`src/rtl/fcc_pkg.sv`:
```
// Shared types, constants and calendar helpers for the fast clock calendar tick unit.
package fcc_pkg;

  // Input action codes
  localparam logic ACT_TICK = 1'b0;
  localparam logic ACT_LOAD = 1'b1;

  // Configuration register indexes (paddr[3:2])
  localparam int unsigned REG_IDX_W = 2;
  localparam logic [REG_IDX_W-1:0] REG_RATE    = 2'd0;
  localparam logic [REG_IDX_W-1:0] REG_RUNNING = 2'd1;
  localparam logic [REG_IDX_W-1:0] REG_ENABLE  = 2'd2;

  localparam int unsigned PADDR_W = 4;
  localparam int unsigned PDATA_W = 32;

  // Field widths
  localparam int unsigned HOUR_W   = 5;
  localparam int unsigned MINUTE_W = 6;
  localparam int unsigned DAY_W    = 5;
  localparam int unsigned MONTH_W  = 4;
  localparam int unsigned YEAR_W   = 12;
  localparam int unsigned RATE_W   = 12;
  localparam int unsigned ACC_W    = 19;

  // Time scaling: one tick adds TICK_SCALE * |rate|, a minute costs MINUTE_THRESHOLD
  localparam logic [ACC_W:0] MINUTE_THRESHOLD = 20'd240000;
  localparam logic [6:0]     TICK_SCALE       = 7'd100;

  typedef logic [HOUR_W-1:0]   hour_t;
  typedef logic [MINUTE_W-1:0] minute_t;
  typedef logic [DAY_W-1:0]    day_t;
  typedef logic [MONTH_W-1:0]  month_t;
  typedef logic [YEAR_W-1:0]   year_t;

  typedef struct packed {
    hour_t   hour_now;
    minute_t minute_now;
    day_t    day_now;
    month_t  month_now;
    year_t   year_now;
    logic    minute_stepped;
    logic    day_rolled;
    logic    month_changed;
    logic    year_changed;
  } result_t;

  // Days in a month; anything outside 1..12 counts as 30.
  function automatic day_t month_days(input month_t m, input logic leap);
    day_t d;
    unique case (m)
      4'd1, 4'd3, 4'd5, 4'd7, 4'd8, 4'd10, 4'd12: d = 5'd31;
      4'd4, 4'd6, 4'd9, 4'd11:                    d = 5'd30;
      4'd2:                                       d = leap ? 5'd29 : 5'd28;
      default:                                    d = 5'd30;
    endcase
    return d;
  endfunction

endpackage

```
`src/rtl/fcc_if.sv`:
```
// Valid/ready channel interfaces for tick/load words and result words.
interface fcc_in_if;
  logic             valid;
  logic             ready;
  logic             action;
  fcc_pkg::hour_t   load_hour;
  fcc_pkg::minute_t load_minute;
  fcc_pkg::month_t  load_month;
  fcc_pkg::day_t    load_day;
  fcc_pkg::year_t   load_year;

  modport source (output valid, action, load_hour, load_minute, load_month, load_day,
                  load_year, input ready);
  modport sink   (input valid, action, load_hour, load_minute, load_month, load_day,
                  load_year, output ready);
endinterface

interface fcc_out_if;
  logic             valid;
  logic             ready;
  fcc_pkg::hour_t   hour_now;
  fcc_pkg::minute_t minute_now;
  fcc_pkg::day_t    day_now;
  fcc_pkg::month_t  month_now;
  fcc_pkg::year_t   year_now;
  logic             minute_stepped;
  logic             day_rolled;
  logic             month_changed;
  logic             year_changed;

  modport source (output valid, hour_now, minute_now, day_now, month_now, year_now,
                  minute_stepped, day_rolled, month_changed, year_changed, input ready);
  modport sink   (input valid, hour_now, minute_now, day_now, month_now, year_now,
                  minute_stepped, day_rolled, month_changed, year_changed, output ready);
endinterface

```
`src/rtl/fast_clock_calendar_tick_unit.sv`:
```
// Fast clock calendar tick unit: one rate-scaled model-railway clock with date carry.
//
// One word in, one result word out, one word per clock cycle while out.ready is
// high. A tick word (action 0) stands for 100 ms: when enabled, running and
// rate != 0 it adds 100*|rate| to a 19-bit accumulator, and when that reaches
// 240000 the clock moves one minute, forward for a positive rate and backward for a
// negative one, carrying through hour, day (Gregorian leap years), month and the
// 12-bit year. A load word (action 1) sets time and date as given and keeps the
// accumulator. The whole update is one pass of logic from the clock state registers
// to the result register. A two-entry output buffer (result register plus skid
// register) keeps in.ready high for one extra word while out.ready is low; in.ready
// drops only when both entries are full. Configuration (APB, 4-bit byte address):
// 0x0 rate (12-bit signed, 2 fraction bits, 4 = real time), 0x4 running, 0x8
// consumer_enabled. pready is tied high; writes land on the access cycle. The user
// ensures registers are written only while the block is idle; it is not enforced.
module fast_clock_calendar_tick_unit (
  input  logic                          clk,
  input  logic                          rst_n,
  fcc_in_if.sink                        in_ch,
  fcc_out_if.source                     out_ch,
  input  logic                          psel,
  input  logic                          penable,
  input  logic                          pwrite,
  input  logic [fcc_pkg::PADDR_W-1:0]   paddr,
  input  logic [fcc_pkg::PDATA_W-1:0]   pwdata,
  output logic [fcc_pkg::PDATA_W-1:0]   prdata,
  output logic                          pready
);

  // ---------------------------------------------------------------------------
  // Configuration registers
  // ---------------------------------------------------------------------------
  logic [fcc_pkg::RATE_W-1:0] rate_r;
  logic                       running_r;
  logic                       enable_r;
  logic                       cfg_wr;
  logic [fcc_pkg::REG_IDX_W-1:0] cfg_idx;

  assign pready  = 1'b1;
  assign cfg_idx = paddr[fcc_pkg::REG_IDX_W+1:2];
  assign cfg_wr  = psel && penable && pwrite && pready;

  always_ff @(posedge clk) begin
    if (!rst_n) begin
      rate_r    <= '0;
      running_r <= 1'b0;
      enable_r  <= 1'b0;
    end else if (cfg_wr) begin
      unique case (cfg_idx)
        fcc_pkg::REG_RATE:    rate_r    <= pwdata[fcc_pkg::RATE_W-1:0];
        fcc_pkg::REG_RUNNING: running_r <= pwdata[0];
        fcc_pkg::REG_ENABLE:  enable_r  <= pwdata[0];
        default: ;
      endcase
    end
  end

  always_comb begin
    unique case (cfg_idx)
      fcc_pkg::REG_RATE:    prdata = {{(fcc_pkg::PDATA_W-fcc_pkg::RATE_W){1'b0}}, rate_r};
      fcc_pkg::REG_RUNNING: prdata = {{(fcc_pkg::PDATA_W-1){1'b0}}, running_r};
      fcc_pkg::REG_ENABLE:  prdata = {{(fcc_pkg::PDATA_W-1){1'b0}}, enable_r};
      default:              prdata = '0;
    endcase
  end

  // ---------------------------------------------------------------------------
  // Clock state
  // ---------------------------------------------------------------------------
  fcc_pkg::minute_t           minute_r, minute_nxt;
  fcc_pkg::hour_t             hour_r, hour_nxt;
  fcc_pkg::day_t              day_r, day_nxt;
  fcc_pkg::month_t            month_r, month_nxt;
  fcc_pkg::year_t             year_r, year_nxt;
  logic [fcc_pkg::ACC_W-1:0]  acc_r, acc_nxt;

  logic in_acc;

  // ---------------------------------------------------------------------------
  // Accumulator: |rate| (0x800 reads as 2048), times 100, compare against 240000.
  // acc stays below 240000, so acc + 204800 still fits in 19 bits.
  // ---------------------------------------------------------------------------
  logic                       rate_neg;
  logic [fcc_pkg::RATE_W-1:0] rate_mag;
  logic [fcc_pkg::ACC_W-1:0]  acc_inc;
  logic [fcc_pkg::ACC_W:0]    acc_sum;
  logic                       tick_live;
  logic                       step;

  assign rate_neg  = rate_r[fcc_pkg::RATE_W-1];
  assign rate_mag  = rate_neg ? (~rate_r + 12'd1) : rate_r;
  assign acc_inc   = {7'd0, rate_mag} * fcc_pkg::TICK_SCALE;
  assign acc_sum   = {1'b0, acc_r} + {1'b0, acc_inc};
  assign tick_live = (in_ch.action == fcc_pkg::ACT_TICK) && enable_r && running_r &&
                     (rate_r != '0);
  assign step      = tick_live && (acc_sum >= fcc_pkg::MINUTE_THRESHOLD);

  always_comb begin
    acc_nxt = acc_r;
    if (tick_live) begin
      acc_nxt = step ? fcc_pkg::ACC_W'(acc_sum - fcc_pkg::MINUTE_THRESHOLD)
                     : acc_sum[fcc_pkg::ACC_W-1:0];
    end
  end

  // ---------------------------------------------------------------------------
  // Leap year of the current year. Quotient by 100 via reciprocal (exact for
  // 12-bit years); divisible by 400 when divisible by 100 with quotient % 4 == 0.
  // ---------------------------------------------------------------------------
  logic [24:0] yq_prod;
  logic [5:0]  y_q100;
  logic [12:0] y_back;
  logic        leap;

  assign yq_prod = {13'd0, year_r} * 25'd5243;
  assign y_q100  = yq_prod[24:19];
  assign y_back  = {1'b0, y_q100, 6'd0} + {2'b0, y_q100, 5'd0} + {5'b0, y_q100, 2'd0};
  assign leap    = (year_r[1:0] == 2'd0) &&
                   ((y_back != {1'b0, year_r}) || (y_q100[1:0] == 2'd0));

  // Month lengths seen by a forward carry (current month) and a backward borrow
  // (previous month; borrow from January wraps to December = 31 separately).
  fcc_pkg::day_t mdays_cur;
  fcc_pkg::day_t mdays_prev;
  fcc_pkg::month_t month_dec;

  assign month_dec  = month_r - 4'd1;
  assign mdays_cur  = fcc_pkg::month_days(month_r, leap);
  assign mdays_prev = fcc_pkg::month_days(month_dec, leap);

  // ---------------------------------------------------------------------------
  // Calendar carry / borrow
  // ---------------------------------------------------------------------------
  logic [6:0] min_inc;
  logic [5:0] hour_inc;
  logic [5:0] day_inc;
  logic [4:0] month_inc;
  logic       rolled, mon_chg, yr_chg;

  assign min_inc   = {1'b0, minute_r} + 7'd1;
  assign hour_inc  = {1'b0, hour_r} + 6'd1;
  assign day_inc   = {1'b0, day_r} + 6'd1;
  assign month_inc = {1'b0, month_r} + 5'd1;

  always_comb begin
    minute_nxt = minute_r;
    hour_nxt   = hour_r;
    day_nxt    = day_r;
    month_nxt  = month_r;
    year_nxt   = year_r;
    rolled     = 1'b0;
    mon_chg    = 1'b0;
    yr_chg     = 1'b0;
    if (in_ch.action == fcc_pkg::ACT_LOAD) begin
      minute_nxt = in_ch.load_minute;
      hour_nxt   = in_ch.load_hour;
      day_nxt    = in_ch.load_day;
      month_nxt  = in_ch.load_month;
      year_nxt   = in_ch.load_year;
    end else if (step && !rate_neg) begin
      if (min_inc >= 7'd60) begin
        minute_nxt = '0;
        if (hour_inc >= 6'd24) begin
          hour_nxt = '0;
          rolled   = 1'b1;
          if (day_inc > {1'b0, mdays_cur}) begin
            day_nxt = 5'd1;
            mon_chg = 1'b1;
            if (month_inc > 5'd12) begin
              month_nxt = 4'd1;
              year_nxt  = year_r + 12'd1;
              yr_chg    = 1'b1;
            end else begin
              month_nxt = month_inc[3:0];
            end
          end else begin
            day_nxt = day_inc[4:0];
          end
        end else begin
          hour_nxt = hour_inc[4:0];
        end
      end else begin
        minute_nxt = min_inc[5:0];
      end
    end else if (step) begin
      if (minute_r != '0) begin
        minute_nxt = minute_r - 6'd1;
      end else begin
        minute_nxt = 6'd59;
        if (hour_r != '0) begin
          hour_nxt = hour_r - 5'd1;
        end else begin
          hour_nxt = 5'd23;
          rolled   = 1'b1;
          if (day_r <= 5'd1) begin
            mon_chg = 1'b1;
            if (month_r <= 4'd1) begin
              month_nxt = 4'd12;
              year_nxt  = year_r - 12'd1;
              yr_chg    = 1'b1;
              day_nxt   = 5'd31;
            end else begin
              month_nxt = month_dec;
              day_nxt   = mdays_prev;
            end
          end else begin
            day_nxt = day_r - 5'd1;
          end
        end
      end
    end
  end

  always_ff @(posedge clk) begin
    if (!rst_n) begin
      minute_r <= '0;
      hour_r   <= '0;
      day_r    <= '0;
      month_r  <= '0;
      year_r   <= '0;
      acc_r    <= '0;
    end else if (in_acc) begin
      minute_r <= minute_nxt;
      hour_r   <= hour_nxt;
      day_r    <= day_nxt;
      month_r  <= month_nxt;
      year_r   <= year_nxt;
      acc_r    <= acc_nxt;
    end
  end

  // ---------------------------------------------------------------------------
  // Result word and output buffer (result register + skid register)
  // ---------------------------------------------------------------------------
  fcc_pkg::result_t res_new;
  fcc_pkg::result_t out_r, skid_r;
  logic             out_valid_r, skid_valid_r;
  logic             out_free;

  assign res_new.hour_now       = hour_nxt;
  assign res_new.minute_now     = minute_nxt;
  assign res_new.day_now        = day_nxt;
  assign res_new.month_now      = month_nxt;
  assign res_new.year_now       = year_nxt;
  assign res_new.minute_stepped = step;
  assign res_new.day_rolled     = rolled;
  assign res_new.month_changed  = mon_chg;
  assign res_new.year_changed   = yr_chg;

  assign in_ch.ready = !skid_valid_r;
  assign in_acc      = in_ch.valid && in_ch.ready;
  assign out_free    = !out_valid_r || out_ch.ready;

  always_ff @(posedge clk) begin
    if (!rst_n) begin
      out_valid_r  <= 1'b0;
      skid_valid_r <= 1'b0;
    end else begin
      if (out_free) begin
        out_valid_r <= skid_valid_r || in_acc;
      end
      if (skid_valid_r) begin
        skid_valid_r <= !out_ch.ready;
      end else begin
        skid_valid_r <= in_acc && !out_free;
      end
    end
  end

  always_ff @(posedge clk) begin
    if (out_free) begin
      out_r <= skid_valid_r ? skid_r : res_new;
    end
    if (in_acc && !out_free) begin
      skid_r <= res_new;
    end
  end

  assign out_ch.valid          = out_valid_r;
  assign out_ch.hour_now       = out_r.hour_now;
  assign out_ch.minute_now     = out_r.minute_now;
  assign out_ch.day_now        = out_r.day_now;
  assign out_ch.month_now      = out_r.month_now;
  assign out_ch.year_now       = out_r.year_now;
  assign out_ch.minute_stepped = out_r.minute_stepped;
  assign out_ch.day_rolled     = out_r.day_rolled;
  assign out_ch.month_changed  = out_r.month_changed;
  assign out_ch.year_changed   = out_r.year_changed;

endmodule

```
`src/flat_wrapper.sv`:
```
// flat-port wrapper written by rule: the top's interface ports become plain ports
module fast_clock_calendar_tick_unit_flat 
  (clk, rst_n, psel, penable, pwrite, paddr, pwdata, prdata, pready, in_ch_valid, in_ch_action, in_ch_load_hour, in_ch_load_minute, in_ch_load_month, in_ch_load_day, in_ch_load_year, in_ch_ready, out_ch_valid, out_ch_hour_now, out_ch_minute_now, out_ch_day_now, out_ch_month_now, out_ch_year_now, out_ch_minute_stepped, out_ch_day_rolled, out_ch_month_changed, out_ch_year_changed, out_ch_ready);
  fcc_in_if in_ch_i ();
  fcc_out_if out_ch_i ();
  input  logic clk;
  input  logic rst_n;
  input  logic psel;
  input  logic penable;
  input  logic pwrite;
  input  logic [fcc_pkg::PADDR_W-1:0] paddr;
  input  logic [fcc_pkg::PDATA_W-1:0] pwdata;
  output logic [fcc_pkg::PDATA_W-1:0] prdata;
  output logic pready;
  input wire logic [$bits(in_ch_i.valid)-1:0] in_ch_valid;
  input wire logic [$bits(in_ch_i.action)-1:0] in_ch_action;
  input wire logic [$bits(in_ch_i.load_hour)-1:0] in_ch_load_hour;
  input wire logic [$bits(in_ch_i.load_minute)-1:0] in_ch_load_minute;
  input wire logic [$bits(in_ch_i.load_month)-1:0] in_ch_load_month;
  input wire logic [$bits(in_ch_i.load_day)-1:0] in_ch_load_day;
  input wire logic [$bits(in_ch_i.load_year)-1:0] in_ch_load_year;
  output wire logic [$bits(in_ch_i.ready)-1:0] in_ch_ready;
  output wire logic [$bits(out_ch_i.valid)-1:0] out_ch_valid;
  output wire logic [$bits(out_ch_i.hour_now)-1:0] out_ch_hour_now;
  output wire logic [$bits(out_ch_i.minute_now)-1:0] out_ch_minute_now;
  output wire logic [$bits(out_ch_i.day_now)-1:0] out_ch_day_now;
  output wire logic [$bits(out_ch_i.month_now)-1:0] out_ch_month_now;
  output wire logic [$bits(out_ch_i.year_now)-1:0] out_ch_year_now;
  output wire logic [$bits(out_ch_i.minute_stepped)-1:0] out_ch_minute_stepped;
  output wire logic [$bits(out_ch_i.day_rolled)-1:0] out_ch_day_rolled;
  output wire logic [$bits(out_ch_i.month_changed)-1:0] out_ch_month_changed;
  output wire logic [$bits(out_ch_i.year_changed)-1:0] out_ch_year_changed;
  input wire logic [$bits(out_ch_i.ready)-1:0] out_ch_ready;
  assign in_ch_i.valid = in_ch_valid;
  assign in_ch_i.action = in_ch_action;
  assign in_ch_i.load_hour = in_ch_load_hour;
  assign in_ch_i.load_minute = in_ch_load_minute;
  assign in_ch_i.load_month = in_ch_load_month;
  assign in_ch_i.load_day = in_ch_load_day;
  assign in_ch_i.load_year = in_ch_load_year;
  assign in_ch_ready = in_ch_i.ready;
  assign out_ch_valid = out_ch_i.valid;
  assign out_ch_hour_now = out_ch_i.hour_now;
  assign out_ch_minute_now = out_ch_i.minute_now;
  assign out_ch_day_now = out_ch_i.day_now;
  assign out_ch_month_now = out_ch_i.month_now;
  assign out_ch_year_now = out_ch_i.year_now;
  assign out_ch_minute_stepped = out_ch_i.minute_stepped;
  assign out_ch_day_rolled = out_ch_i.day_rolled;
  assign out_ch_month_changed = out_ch_i.month_changed;
  assign out_ch_year_changed = out_ch_i.year_changed;
  assign out_ch_i.ready = out_ch_ready;
  fast_clock_calendar_tick_unit u_core (.clk(clk), .rst_n(rst_n), .in_ch(in_ch_i), .out_ch(out_ch_i), .psel(psel), .penable(penable), .pwrite(pwrite), .paddr(paddr), .pwdata(pwdata), .prdata(prdata), .pready(pready));
endmodule
```
`config.mk`:
```
export PLATFORM = sky130hd
export DESIGN_NAME = fast_clock_calendar_tick_unit_flat
export DESIGN_NICKNAME = d
export VERILOG_FILES = /design/src/rtl/fcc_pkg.sv /design/src/rtl/fcc_if.sv /design/src/rtl/fast_clock_calendar_tick_unit.sv /design/src/flat_wrapper.sv
export SDC_FILE = /design/constraint.sdc
export NUM_CORES = 1
export LEC_CHECK = 0
export BUFFER_PORTS_ARGS = -buffer_cell sky130_fd_sc_hd__buf_2
export CAP_MARGIN = 20
export CORE_ASPECT_RATIO = 1.1
export CORE_UTILIZATION = 60
export DETAILED_ROUTE_END_ITERATION = 6
export HOLD_SLACK_MARGIN = 0.08
export PLACE_DENSITY_LB_ADDON = 0.2
export SYNTH_ARGS = -nofsm -noshare
export SYNTH_HDL_FRONTEND = slang
export SYNTH_SLANG_ARGS = --single-unit
```
`constraint.sdc`:
```
create_clock -name clk -period 11.4 [get_ports clk]
set_clock_uncertainty 0.15 [all_clocks]
set_input_delay 1.14 -clock clk [delete_from_list [all_inputs] [get_ports clk]]
set_output_delay 1.14 -clock clk [all_outputs]
set_load 0.02 [all_outputs]
```
==> out/metrics.yaml <==
routabilityCongestion: 0.9324
syn_avg_cell_area_um2: 8.630
antenna_left: 0
hold_path.class: "reg2reg"
ys_seq_area_frac: 0.2418
track_usage: 0.3115
min_period_ns: 10.82
setup_viol: 0
worstSkewPairLatency_ns: 0.43
synth_area_um2: 14320
worst_ep_arrival_time_ns: 10.85
fill_cells: 1880
r2r-start: "u_core.year_r[7]"
max_cap_viol_count: 0
end_kind: "register"
die_h_um: 164.1
path_max_fanout: 8
drcViolationCount: 0
die_w_um: 149.3
final_common_cell: "ha_1"
setup_ws_ns: 0.5808
synthCells: 1660
path_common_cell: "fa_1"
io_buffers: 103
diodes: 0
cts_made_buffers: 17
die_area_um2: 24500
drtIter0Drc: 1069
grt_max_degree: 75
vias: 12670
power_mw: 1.579
layout_common_cells: "ha_1 (177), inv_1 (159), nand2_1 (153)"
place_inst: 2005
grt_pass1_wl_um: 60550
synth_flop_cell: "edfxtp_1"
synthArstFlopShare: 0
finish.utilization: 0.6763
initial_core_util: 0.6188
slowest_stage: "fa_1"
grt_antenna_before_repair: 0
crit_type: "reg2reg"
ys_types: 102
cp.required_ns: 11.43
wl_per_cell_um: 18.32
areaGrowthSynthToFinish_pct: 9.285
min_to: "u_core.acc_r[6]"
drt_wl_total_um: 37330
cts_root_buf: "clkbuf_16"
cts_tree: "built"
maxSlewHeadroom: 0.2319
tightest_slew_ns: 1.142
pin_count: 147
cts_sinks: 137
cts_setup_buffers: 0
route.layer.met1.wl_um: 15640
first_pass_iters: 5
power_density_nw_per_um2: 100.9
clk_path_buf_depth: 2
min_from: "u_core.acc_r[6]"
worstHoldPathCells: 2
num_rows: 58
p_leak_nw: 7.055
start_kind: "register"
slowest_delay_ns: 0.56
yosysWarningCount: 0
r2r_cells: 43
fin_nets: 2031
wl_met2_um: 18310
ir_worst_vdd_mv: 0.09172
status: "complete, no violations"
grt_overflow: 0
drive_above_1_share: 0.1427
h-tree-depth: 4
dpl_worst_slack_ns: 0.1824
max_freq_ghz: 0.09243
stdcell_count: 2038
drv_slew: 0
dr.max_layer_used: "met4"
via_per_inst: 6.215
fin_crit_sh: 0.9491
synth_seq_cells: 137
r2r_end: "u_core.out_ch.month_now[2]"
grt_pass1_vias: 12240
hold_violations: 0
met3WireLength_um: 2175
dpl.hpwl_um: 27240
synth_edf_count: 72
reg2reg_slack_ns: 0.58
coreArea_um2: 23150
clkTransAtPathRegs_ns: 0.07
where the power goes:
part	internal (mW)	switching [mW]
sequential	0.549	0.0264
combinational	0.170	0.273
clock	0.310	0.251
worst max-delay path, delay by kind of cell (launching register included):
kind	cells	cell delay, ns
AND/OR/NAND/NOR	7	1.18
AO/OA/AOI/OAI	16	3.03
multiplexers	1	0.30
buffers and inverters	7	0.78
adder cells (fa/ha/maj)	10	4.39
flip-flops	1	0.34
XOR/XNOR	2	0.38
stage by stage:
stage / area [um2] / setup TNS [ns] / hold WS [ns]
finish: 15660 / 0 / 0.3079
CTS: 15570 / 0 / 0.3113
global placement: 14980 / 0 / 0.2950
global route: 15660 / -0.1498 / 0.3347
floorplan: 14400 / 0 / 0.2862
detailed placement: 15000 / 0 / 0.3040
cell families after synthesis:
kind of cell             synth area share
AND/OR/NAND/NOR                    0.1607
AO/OA/AOI/OAI                      0.2255
buffers and inverters             0.08306
adder cells (fa/ha/maj)            0.2287
flip-flops                         0.2418
XOR/XNOR                          0.04498
multiplexers                      0.01476
other                           0.0005243
registers in the layout, indices dropped and copies added (netlist names), 4 cells and up:
name                      count
u_core.rate_r                12
u_core.day_r                  5
u_core.out_ch.minute_now      6
u_core.hour_r                 5
u_core.skid_r                36
u_core.out_ch.day_now         5
u_core.out_ch.month_now       4
u_core.acc_r                 17
u_core.out_ch.year_now       12
u_core.month_r                4
u_core.minute_r               6
u_core.out_ch.hour_now        5
u_core.year_r                12
cells in the mapped netlist (6+ instances only):
cell type | number | area, um2
o22ai_1 | 16 | 100.1
nand3_1 | 42 | 210.2
o21ai_0 | 86 | 430.4
nor2b_1 | 10 | 62.56
a21o_1 | 19 | 142.6
a221oi_1 | 6 | 52.55
mux2i_1 | 11 | 110.1
xnor2_1 | 51 | 446.7
nand4_1 | 14 | 87.58
nand3b_1 | 6 | 45.04
ha_1 | 177 | 2215
mux2_2 | 9 | 101.4
nor3_1 | 41 | 205.2
and2_1 | 14 | 87.58
a21oi_1 | 112 | 560.5
xor2_1 | 20 | 175.2
dfxtp_1 | 65 | 1301
nand2b_1 | 15 | 93.84
o41ai_1 | 10 | 87.58
o211ai_1 | 6 | 45.04
o21ai_1 | 7 | 35.03
o31ai_1 | 29 | 217.7
buf_4 | 23 | 172.7
inv_1 | 159 | 596.8
fa_1 | 53 | 1061
o211a_1 | 6 | 60.06
a21boi_0 | 9 | 67.56
nor4b_1 | 6 | 52.55
nand2_1 | 154 | 578.1
and3_1 | 11 | 68.82
or3_1 | 8 | 50.05
o21a_1 | 15 | 112.6
a31oi_1 | 28 | 175.2
nor3_2 | 6 | 60.06
nor4_1 | 11 | 68.82
a211oi_1 | 14 | 105.1
clkbuf_1 | 74 | 277.8
edfxtp_1 | 72 | 2162
nor2_1 | 110 | 412.9
worst max-delay path by stage:
stage / depth (start not counted) / slack, ns / end / startpoint
after floorplan: 42 / 0.89 / u_core.skid_r[14] / u_core.year_r[6]
after global placement: 44 / 0.31 / u_core.skid_r[9] / u_core.year_r[9]
after detailed placement: 43 / 0.18 / u_core.skid_r[9] / u_core.year_r[9]
after CTS: 43 / 0.1 / u_core.skid_r[9] / u_core.year_r[9]
after global routing: 44 / -0.05 / u_core.out_ch.month_now[2] / u_core.year_r[6]
final: 43 / 0.58 / u_core.out_ch.month_now[2] / u_core.year_r[7]
layer usage:
metal  up-vias  GRT usage
li1       6066          -
met1      5990     0.3852
met2       522     0.5455
met3        88    0.03472
met4         0     0.1354
met5         -          0
final cells by class:
class                      instances  area, um2  area share
clock buffer                      17      425.4     0.02717
clock inverter                    15      153.9    0.009831
inverter                         159      596.8     0.03812
multi-input combinational       1271       9841      0.6286
sequential                       137       3467      0.2215
tap                              300      375.4     0.02398
timing repair buffer             139      795.8     0.05083
what timing repair did:
item	4_1_cts	5_1_grt
gates resized for setup	0	18
hold buffers	0	0
endpoints found under the setup margin	0	62
Note: power is estimated with default switching activity, not from simulation.
